==> config.mk <==
export PLATFORM = sky130hd
export DESIGN_NAME = box_edge_band_color_vote_unit
export DESIGN_NICKNAME = d
export VERILOG_FILES = /design/src/bebcv_pkg.sv /design/src/bebcv_band_vote.sv /design/src/box_edge_band_color_vote_unit.sv
export SDC_FILE = /design/constraint.sdc
export NUM_CORES = 1
export LEC_CHECK = 0
export BUFFER_PORTS_ARGS = -buffer_cell sky130_fd_sc_hd__buf_2
export CORE_MARGIN = 3
export CORE_UTILIZATION = 62
export DETAILED_ROUTE_END_ITERATION = 6
export GPL_ROUTABILITY_DRIVEN = 0
export MAX_ROUTING_LAYER = met4
export PLACE_DENSITY_LB_ADDON = 0.2
export RECOVER_POWER = 25
export SLEW_MARGIN = 10
export SYNTH_ARGS = -nofsm -noshare
export SYNTH_HDL_FRONTEND = slang
export SYNTH_HIERARCHICAL = 1
export SYNTH_SLANG_ARGS = --single-unit
==> constraint.sdc <==
create_clock -name clk -period 10.1 [get_ports clk]
set_clock_uncertainty 0.2 [all_clocks]
set_input_delay 1.515 -clock clk [delete_from_list [all_inputs] [get_ports clk]]
set_output_delay 1.515 -clock clk [all_outputs]
set_load 0.02 [all_outputs]
==> src/bebcv_pkg.sv <==
package bebcv_pkg;

  localparam int COORD_WIDTH = 12;
  localparam int POS_WIDTH   = 13;
  localparam int SIZE_WIDTH  = 12;
  localparam int PIX_WIDTH   = 8;
  localparam int SUM_WIDTH   = 34;
  localparam int BAND_MUL    = 9831;
  localparam int BAND_MUL_W  = 14;
  localparam int BAND_SHIFT  = 16;
  localparam int BAND_MIN    = 2;
  localparam int BW_WIDTH    = SIZE_WIDTH + BAND_MUL_W - BAND_SHIFT;
  localparam int GEO_WIDTH   =
    ((COORD_WIDTH > POS_WIDTH) ? COORD_WIDTH : POS_WIDTH) + 3;
  localparam int ADD_WIDTH   = PIX_WIDTH + 1;
  localparam int CFG_IDX_W   = 3;
  localparam int CFG_DATA_W  = 13;

  localparam logic [CFG_IDX_W-1:0] REG_BOX_LEFT      = 3'd0;
  localparam logic [CFG_IDX_W-1:0] REG_BOX_TOP       = 3'd1;
  localparam logic [CFG_IDX_W-1:0] REG_BOX_WIDTH     = 3'd2;
  localparam logic [CFG_IDX_W-1:0] REG_BOX_HEIGHT    = 3'd3;
  localparam logic [CFG_IDX_W-1:0] REG_MIN_INTENSITY = 3'd4;

  typedef enum logic [1:0] {
    COLOUR_NONE = 2'd0,
    COLOUR_RED  = 2'd1,
    COLOUR_BLUE = 2'd2
  } colour_t;

  typedef struct packed {
    logic [COORD_WIDTH-1:0] pixel_col;
    logic [COORD_WIDTH-1:0] pixel_row;
    logic [PIX_WIDTH-1:0]   red;
    logic [PIX_WIDTH-1:0]   blue;
    logic                   last_pixel;
  } in_t;

  typedef struct packed {
    colour_t                colour_code;
    logic [SUM_WIDTH-1:0]   red_total;
    logic [SUM_WIDTH-1:0]   blue_total;
  } out_t;

  typedef struct packed {
    logic signed [GEO_WIDTH-1:0] left;
    logic signed [GEO_WIDTH-1:0] top;
    logic [SIZE_WIDTH-1:0]       height;
    logic [BW_WIDTH-1:0]         band;
    logic signed [GEO_WIDTH-1:0] right_x;
    logic [PIX_WIDTH-1:0]        min_intensity;
  } geo_t;

  typedef struct packed {
    logic [ADD_WIDTH-1:0] red_add;
    logic [ADD_WIDTH-1:0] blue_add;
  } vote_t;

endpackage

==> src/bebcv_band_vote.sv <==
module bebcv_band_vote (
  input  bebcv_pkg::geo_t  geo,
  input  bebcv_pkg::in_t   pix,
  output bebcv_pkg::vote_t vote
);

  logic signed [bebcv_pkg::GEO_WIDTH-1:0] col_s;
  logic signed [bebcv_pkg::GEO_WIDTH-1:0] row_s;
  logic signed [bebcv_pkg::GEO_WIDTH-1:0] band_s;
  logic signed [bebcv_pkg::GEO_WIDTH-1:0] height_s;
  logic                                   row_in;
  logic                                   left_in;
  logic                                   right_in;
  logic [bebcv_pkg::PIX_WIDTH-1:0]        bright;
  logic                                   bright_ok;
  logic [bebcv_pkg::ADD_WIDTH-1:0]        red_w;
  logic [bebcv_pkg::ADD_WIDTH-1:0]        blue_w;

  always_comb begin
    col_s    = $signed({{(bebcv_pkg::GEO_WIDTH-bebcv_pkg::COORD_WIDTH){1'b0}},
                        pix.pixel_col});
    row_s    = $signed({{(bebcv_pkg::GEO_WIDTH-bebcv_pkg::COORD_WIDTH){1'b0}},
                        pix.pixel_row});
    band_s   = $signed({{(bebcv_pkg::GEO_WIDTH-bebcv_pkg::BW_WIDTH){1'b0}}, geo.band});
    height_s = $signed({{(bebcv_pkg::GEO_WIDTH-bebcv_pkg::SIZE_WIDTH){1'b0}},
                        geo.height});

    row_in   = (row_s >= geo.top) && (row_s < geo.top + height_s);
    left_in  = (col_s >= geo.left) && (col_s < geo.left + band_s);
    right_in = (col_s >= geo.right_x) && (col_s < geo.right_x + band_s);

    bright    = (pix.red > pix.blue) ? pix.red : pix.blue;
    bright_ok = (bright >= geo.min_intensity) && row_in;

    red_w  = {1'b0, pix.red};
    blue_w = {1'b0, pix.blue};

    vote = '0;
    if (bright_ok) begin
      if (left_in && right_in) begin
        vote.red_add  = {pix.red, 1'b0};
        vote.blue_add = {pix.blue, 1'b0};
      end else if (left_in || right_in) begin
        vote.red_add  = red_w;
        vote.blue_add = blue_w;
      end
    end
  end

endmodule

==> src/box_edge_band_color_vote_unit.sv <==
// channel  dir  handshake           payload
// in_      in   in_valid/in_stall   bebcv_pkg::in_t (pixel beat)
// out_     out  out_valid/out_stall bebcv_pkg::out_t (verdict beat on last pixel)
// cfg_     in   cfg_we              cfg_index, cfg_wdata
//
// one beat per cycle unless a verdict stall; out_valid set when last pixel leaves band test
// stages: input register, band test, saturating accumulate into the output register
// reset (rst_n low, synchronous) clears sums, config registers and all valid bits
// a stalled verdict holds back only a later last pixel and the pixels queued behind it
module box_edge_band_color_vote_unit (
  input  logic                                 clk,
  input  logic                                 rst_n,
  input  logic                                 in_valid,
  output logic                                 in_stall,
  input  bebcv_pkg::in_t                       in_data,
  output logic                                 out_valid,
  input  logic                                 out_stall,
  output bebcv_pkg::out_t                      out_data,
  input  logic                                 cfg_we,
  input  logic [bebcv_pkg::CFG_IDX_W-1:0]      cfg_index,
  input  logic [bebcv_pkg::CFG_DATA_W-1:0]     cfg_wdata
);

  localparam int GW = bebcv_pkg::GEO_WIDTH;
  localparam int SW = bebcv_pkg::SUM_WIDTH;
  localparam int PW = bebcv_pkg::SIZE_WIDTH + bebcv_pkg::BAND_MUL_W;

  logic signed [bebcv_pkg::POS_WIDTH-1:0]  box_left_r;
  logic signed [bebcv_pkg::POS_WIDTH-1:0]  box_top_r;
  logic [bebcv_pkg::SIZE_WIDTH-1:0]        box_width_r;
  logic [bebcv_pkg::SIZE_WIDTH-1:0]        box_height_r;
  logic [bebcv_pkg::PIX_WIDTH-1:0]         min_int_r;

  logic [PW-1:0]                           band_prod;
  logic [bebcv_pkg::BW_WIDTH-1:0]          band_raw;
  logic [bebcv_pkg::BW_WIDTH-1:0]          band_nxt;
  logic [bebcv_pkg::BW_WIDTH-1:0]          band_r;
  logic signed [GW-1:0]                    right_x_nxt;
  logic signed [GW-1:0]                    right_x_r;
  bebcv_pkg::geo_t                         geo;

  logic                                    s1_valid_r;
  bebcv_pkg::in_t                          s1_data_r;
  bebcv_pkg::vote_t                        s1_vote;

  logic                                    s2_valid_r;
  logic                                    s2_last_r;
  bebcv_pkg::vote_t                        s2_vote_r;

  logic [SW-1:0]                           red_sum_r;
  logic [SW-1:0]                           blue_sum_r;
  logic [SW:0]                             red_wide;
  logic [SW:0]                             blue_wide;
  logic [SW-1:0]                           red_nxt;
  logic [SW-1:0]                           blue_nxt;

  logic                                    out_valid_r;
  bebcv_pkg::out_t                         out_data_r;

  logic                                    out_free;
  logic                                    s2_go;
  logic                                    s2_free;
  logic                                    s1_go;
  logic                                    s1_free;

  // band geometry
  always_comb begin
    band_prod = PW'(box_width_r) * PW'(bebcv_pkg::BAND_MUL);
    band_raw  = band_prod[PW-1:bebcv_pkg::BAND_SHIFT];
    band_nxt  = (band_raw < bebcv_pkg::BW_WIDTH'(bebcv_pkg::BAND_MIN))
              ? bebcv_pkg::BW_WIDTH'(bebcv_pkg::BAND_MIN) : band_raw;
    right_x_nxt = GW'(box_left_r)
                + $signed({{(GW-bebcv_pkg::SIZE_WIDTH){1'b0}}, box_width_r})
                - $signed({{(GW-bebcv_pkg::BW_WIDTH){1'b0}}, band_nxt});
  end

  always_ff @(posedge clk) begin
    if (!rst_n) begin
      box_left_r   <= '0;
      box_top_r    <= '0;
      box_width_r  <= '0;
      box_height_r <= '0;
      min_int_r    <= '0;
      band_r       <= bebcv_pkg::BW_WIDTH'(bebcv_pkg::BAND_MIN);
      right_x_r    <= -GW'(bebcv_pkg::BAND_MIN);
    end else begin
      band_r    <= band_nxt;
      right_x_r <= right_x_nxt;
      if (cfg_we) begin
        case (cfg_index)
          bebcv_pkg::REG_BOX_LEFT:      box_left_r   <= cfg_wdata[bebcv_pkg::POS_WIDTH-1:0];
          bebcv_pkg::REG_BOX_TOP:       box_top_r    <= cfg_wdata[bebcv_pkg::POS_WIDTH-1:0];
          bebcv_pkg::REG_BOX_WIDTH:     box_width_r  <= cfg_wdata[bebcv_pkg::SIZE_WIDTH-1:0];
          bebcv_pkg::REG_BOX_HEIGHT:    box_height_r <= cfg_wdata[bebcv_pkg::SIZE_WIDTH-1:0];
          bebcv_pkg::REG_MIN_INTENSITY: min_int_r    <= cfg_wdata[bebcv_pkg::PIX_WIDTH-1:0];
          default: ;
        endcase
      end
    end
  end

  always_comb begin
    geo.left          = GW'(box_left_r);
    geo.top           = GW'(box_top_r);
    geo.height        = box_height_r;
    geo.band          = band_r;
    geo.right_x       = right_x_r;
    geo.min_intensity = min_int_r;
  end

  // flow control
  always_comb begin
    out_free = !out_valid_r || !out_stall;
    s2_go    = s2_valid_r && (!s2_last_r || out_free);
    s2_free  = !s2_valid_r || s2_go;
    s1_go    = s1_valid_r && s2_free;
    s1_free  = !s1_valid_r || s1_go;
  end

  assign in_stall = !s1_free;

  // input register
  always_ff @(posedge clk) begin
    if (!rst_n) begin
      s1_valid_r <= 1'b0;
    end else if (s1_free) begin
      s1_valid_r <= in_valid;
    end
  end

  always_ff @(posedge clk) begin
    if (s1_free && in_valid) begin
      s1_data_r <= in_data;
    end
  end

  bebcv_band_vote u_band_vote (
    .geo  (geo),
    .pix  (s1_data_r),
    .vote (s1_vote)
  );

  // band test register
  always_ff @(posedge clk) begin
    if (!rst_n) begin
      s2_valid_r <= 1'b0;
      s2_last_r  <= 1'b0;
    end else if (s2_free) begin
      s2_valid_r <= s1_valid_r;
      s2_last_r  <= s1_valid_r && s1_data_r.last_pixel;
    end
  end

  always_ff @(posedge clk) begin
    if (s1_go) begin
      s2_vote_r <= s1_vote;
    end
  end

  // saturating accumulate
  always_comb begin
    red_wide  = {1'b0, red_sum_r} + (SW+1)'(s2_vote_r.red_add);
    blue_wide = {1'b0, blue_sum_r} + (SW+1)'(s2_vote_r.blue_add);
    red_nxt   = red_wide[SW] ? {SW{1'b1}} : red_wide[SW-1:0];
    blue_nxt  = blue_wide[SW] ? {SW{1'b1}} : blue_wide[SW-1:0];
  end

  always_ff @(posedge clk) begin
    if (!rst_n) begin
      red_sum_r   <= '0;
      blue_sum_r  <= '0;
      out_valid_r <= 1'b0;
    end else begin
      if (s2_go) begin
        if (s2_last_r) begin
          red_sum_r  <= '0;
          blue_sum_r <= '0;
        end else begin
          red_sum_r  <= red_nxt;
          blue_sum_r <= blue_nxt;
        end
      end
      if (s2_go && s2_last_r) begin
        out_valid_r <= 1'b1;
      end else if (!out_stall) begin
        out_valid_r <= 1'b0;
      end
    end
  end

  always_ff @(posedge clk) begin
    if (s2_go && s2_last_r) begin
      out_data_r.red_total  <= red_nxt;
      out_data_r.blue_total <= blue_nxt;
      if (red_nxt > blue_nxt) begin
        out_data_r.colour_code <= bebcv_pkg::COLOUR_RED;
      end else if (blue_nxt > red_nxt) begin
        out_data_r.colour_code <= bebcv_pkg::COLOUR_BLUE;
      end else begin
        out_data_r.colour_code <= bebcv_pkg::COLOUR_NONE;
      end
    end
  end

  assign out_valid = out_valid_r;
  assign out_data  = out_data_r;

endmodule
==> results.toml <==
[outcome]
status = "finished, violations left"
violations = "max-capacitance violations, max-slew violations"

[final_layout]
regArea_mm2 = 0.00698
final_cell_mix = "ha_1, inv_1, nand2_1"
final_common_cell = "ha_1"
final_design_area_no_fill_mm2 = 0.0222
num_antenna_cells = 0
fill_cells = 2472
drive_above_1_share = 0.112
fin_nets = 2636
multi_input_area_mm2 = 0.0119
area_growth_pct = 10.2
final_core_util = 0.699

[critical_path]
slowest_stage = "fa_1"
path_class = "flip-flop to flip-flop"
crit_required_ns = 10.19
r2r_setup_slack_ns = 1.13
cpPeakStageDelay_ns = 0.56
cp-end-kind = "flip-flop"
crit_buf_inv = 2
crit_path_start = "box_width_r[4]"
path_max_fanout = 9
crit_arrival_ns = 9.06
crit_top_cell = "fa_1"
worstReg2RegStart = "box_width_r[4]"
path_delay_family = "adder cells"
crit_path_start_kind = "flip-flop"

[clock_network]
cts_buffers = 31
clock_path_buffers = 3
cts_max_level = 1
cts_root_buffer = "clkbuf_16"
hold_buffers = 0
cts_tree = "done"
clkSlewWorstSetupHoldPaths_ns = 0.06
cts_resized = 0
post_cts_buffers = 0
clk_latency_ns = 0.57
clkSinkCount = 284

[yosys]
yosysSeqAreaShare = 0.347
syn_area_mm2 = 0.0201
synth_edf_count = 129
synth_cell_types = 86
async_reset_ff_frac = 0
synth_ff_type = "dfxtp_1"
yosysWarnings = 6
syn_nets = 2516
synth-seq-cells = 284
synth_area_per_cell_um2 = 9.43
syn_inst = 2131

[timing]
drv_slew = 149
max_freq_ghz = 0.112
slew_headroom = -1.68
setup_ws_ns = 1.13
rsz0062_at_grt = "false"
min_period_ns = 8.97
setup_viol = 0
timing.final.hold_violations = 0
tightestPinTransition_ns = 4.02
fin_crit_sh = 0.888
tns_ns = 0

[route]
dr.pass1.iters = 6
num_vias = 16100
antenna_left = 0
routed_wirelength_mm = 48.9
first_iter_violations = 1321
route.detailed.drc = 0
viasPerCell = 6.01
wire_per_inst_um = 18.3

[place]
place_ws_ns = 1.27
dp_hpwl_mm = 37.2
placed_area_mm2 = 0.0211
port_buffers = 133

[floorplan]
core-area_mm2 = 0.0317
die_area_mm2 = 0.0346
ios = 134
initial_core_util = 0.634
rows = 65
die_x_um = 186
die_y_um = 186

[power_and_ir_drop]
ir_worst_vdd_mv = 0.136
p_leak_uw = 0.00993
p_per_area_mw_per_mm2 = 138

[global_routing]
antenna_found_initial = 0
grt_use_total = 0.288
grt_pass1_vias = 15500
grt_overflow = 0
grt_first_pass_wirelength_mm = 78.0
grt_max_degree = 107

[min_path]
worstHoldStart = "box_height_r[6]"
hold_class = "flip-flop to flip-flop"

[run]
timing.max_cap.violations = 2
## sequential cells by signal, summed over array words and instances (netlist names)
signal and flops:
out_data 70, out_valid 1, band_r 10, s2_last_r 1
box_width_r 12, red_sum_r 34, s2_vote_r 18, s2_valid_r 1
box_top_r 13, box_left_r 13, min_int_r 8, box_height_r 12
s1_data_r 41, s1_valid_r 1, right_x_r 15, blue_sum_r 34
## per-layer routing
| layer | GRT usage | routed length (µm) | part of all wire | up-vias |
|---|---|---|---|---|
| met5 | - | 0 | 0 | - |
| met1 | 0.398 | 21900 | 0.45 | 7693 |
| met2 | 0.457 | 22400 | 0.46 | 560 |
| met4 | 0.0697 | 1160 | 0.024 | 0 |
| met3 | 0.0377 | 3390 | 0.069 | 83 |
| li1 | - | - | - | 7755 |
## report_power, final
group	leakage, µW	switching (µW)	internal (µW)
sequential	0.00240	45.6	1260
clock	0.000524	471	653
combinational	0.00700	365	274
## final timing paths
kind	to	cells after the start
setup / recovery	right_x_r[12]	28
hold / removal	box_height_r[6]	2
hold reg to reg	box_height_r[6]	2
setup reg to reg	right_x_r[12]	28
## layout make-up
class,count,area share
clock buffer,45,0.0427
clock inverter,13,0.00395
inverter,256,0.0434
multi-input combinational,1531,0.538
sequential,284,0.315
tap,402,0.0227
timing repair buffer,147,0.0342
## cell families after synthesis
| group | count (synthesis) | synth area share |
|---|---|---|
| adders and majority gates | 323 | 0.224 |
| xor gates and xnor gates | 81 | 0.0357 |
| muxes | 33 | 0.0174 |
| DFF | 284 | 0.347 |
| AOI/OAI and AO/OA | 513 | 0.177 |
| and+or+nand+nor | 581 | 0.139 |
| buffers and inverters | 316 | 0.0605 |
## synth_stat cells, types with 33 or more instances
cell	count	area (µm²)
edfxtp_1	129	3870
nand2_1	242	908
nor2_1	90	338
inv_1	256	961
dfxtp_1	155	3100
fa_1	61	1220
nand3_1	33	165
ha_1	262	3280
a21oi_1	100	500
a21o_1	55	413
clkbuf_1	54	203
nor2b_1	38	238
a21boi_0	53	398
xnor2_1	54	473
o21ai_0	97	485
## through the flow
step	cells	hold WS, ns	total power (µW)
detailed placement	2620	0.270	1950
global route	2678	0.294	3220
finish	2678	0.277	3070
CTS	2678	0.278	3080
global placement	2620	0.261	1920
floorplan	2131	0.234	1790
## worst register-to-register path: cells and delay by family, from the launching register on
family | cells | cell delay [ns]
compound gates | 11 | 2.12
fa+ha+maj | 8 | 3.77
buf+inv | 2 | 0.23
xor+xnor | 2 | 0.27
simple gates | 5 | 1.63
flops | 1 | 0.50
(Power assumes the default switching activity.)
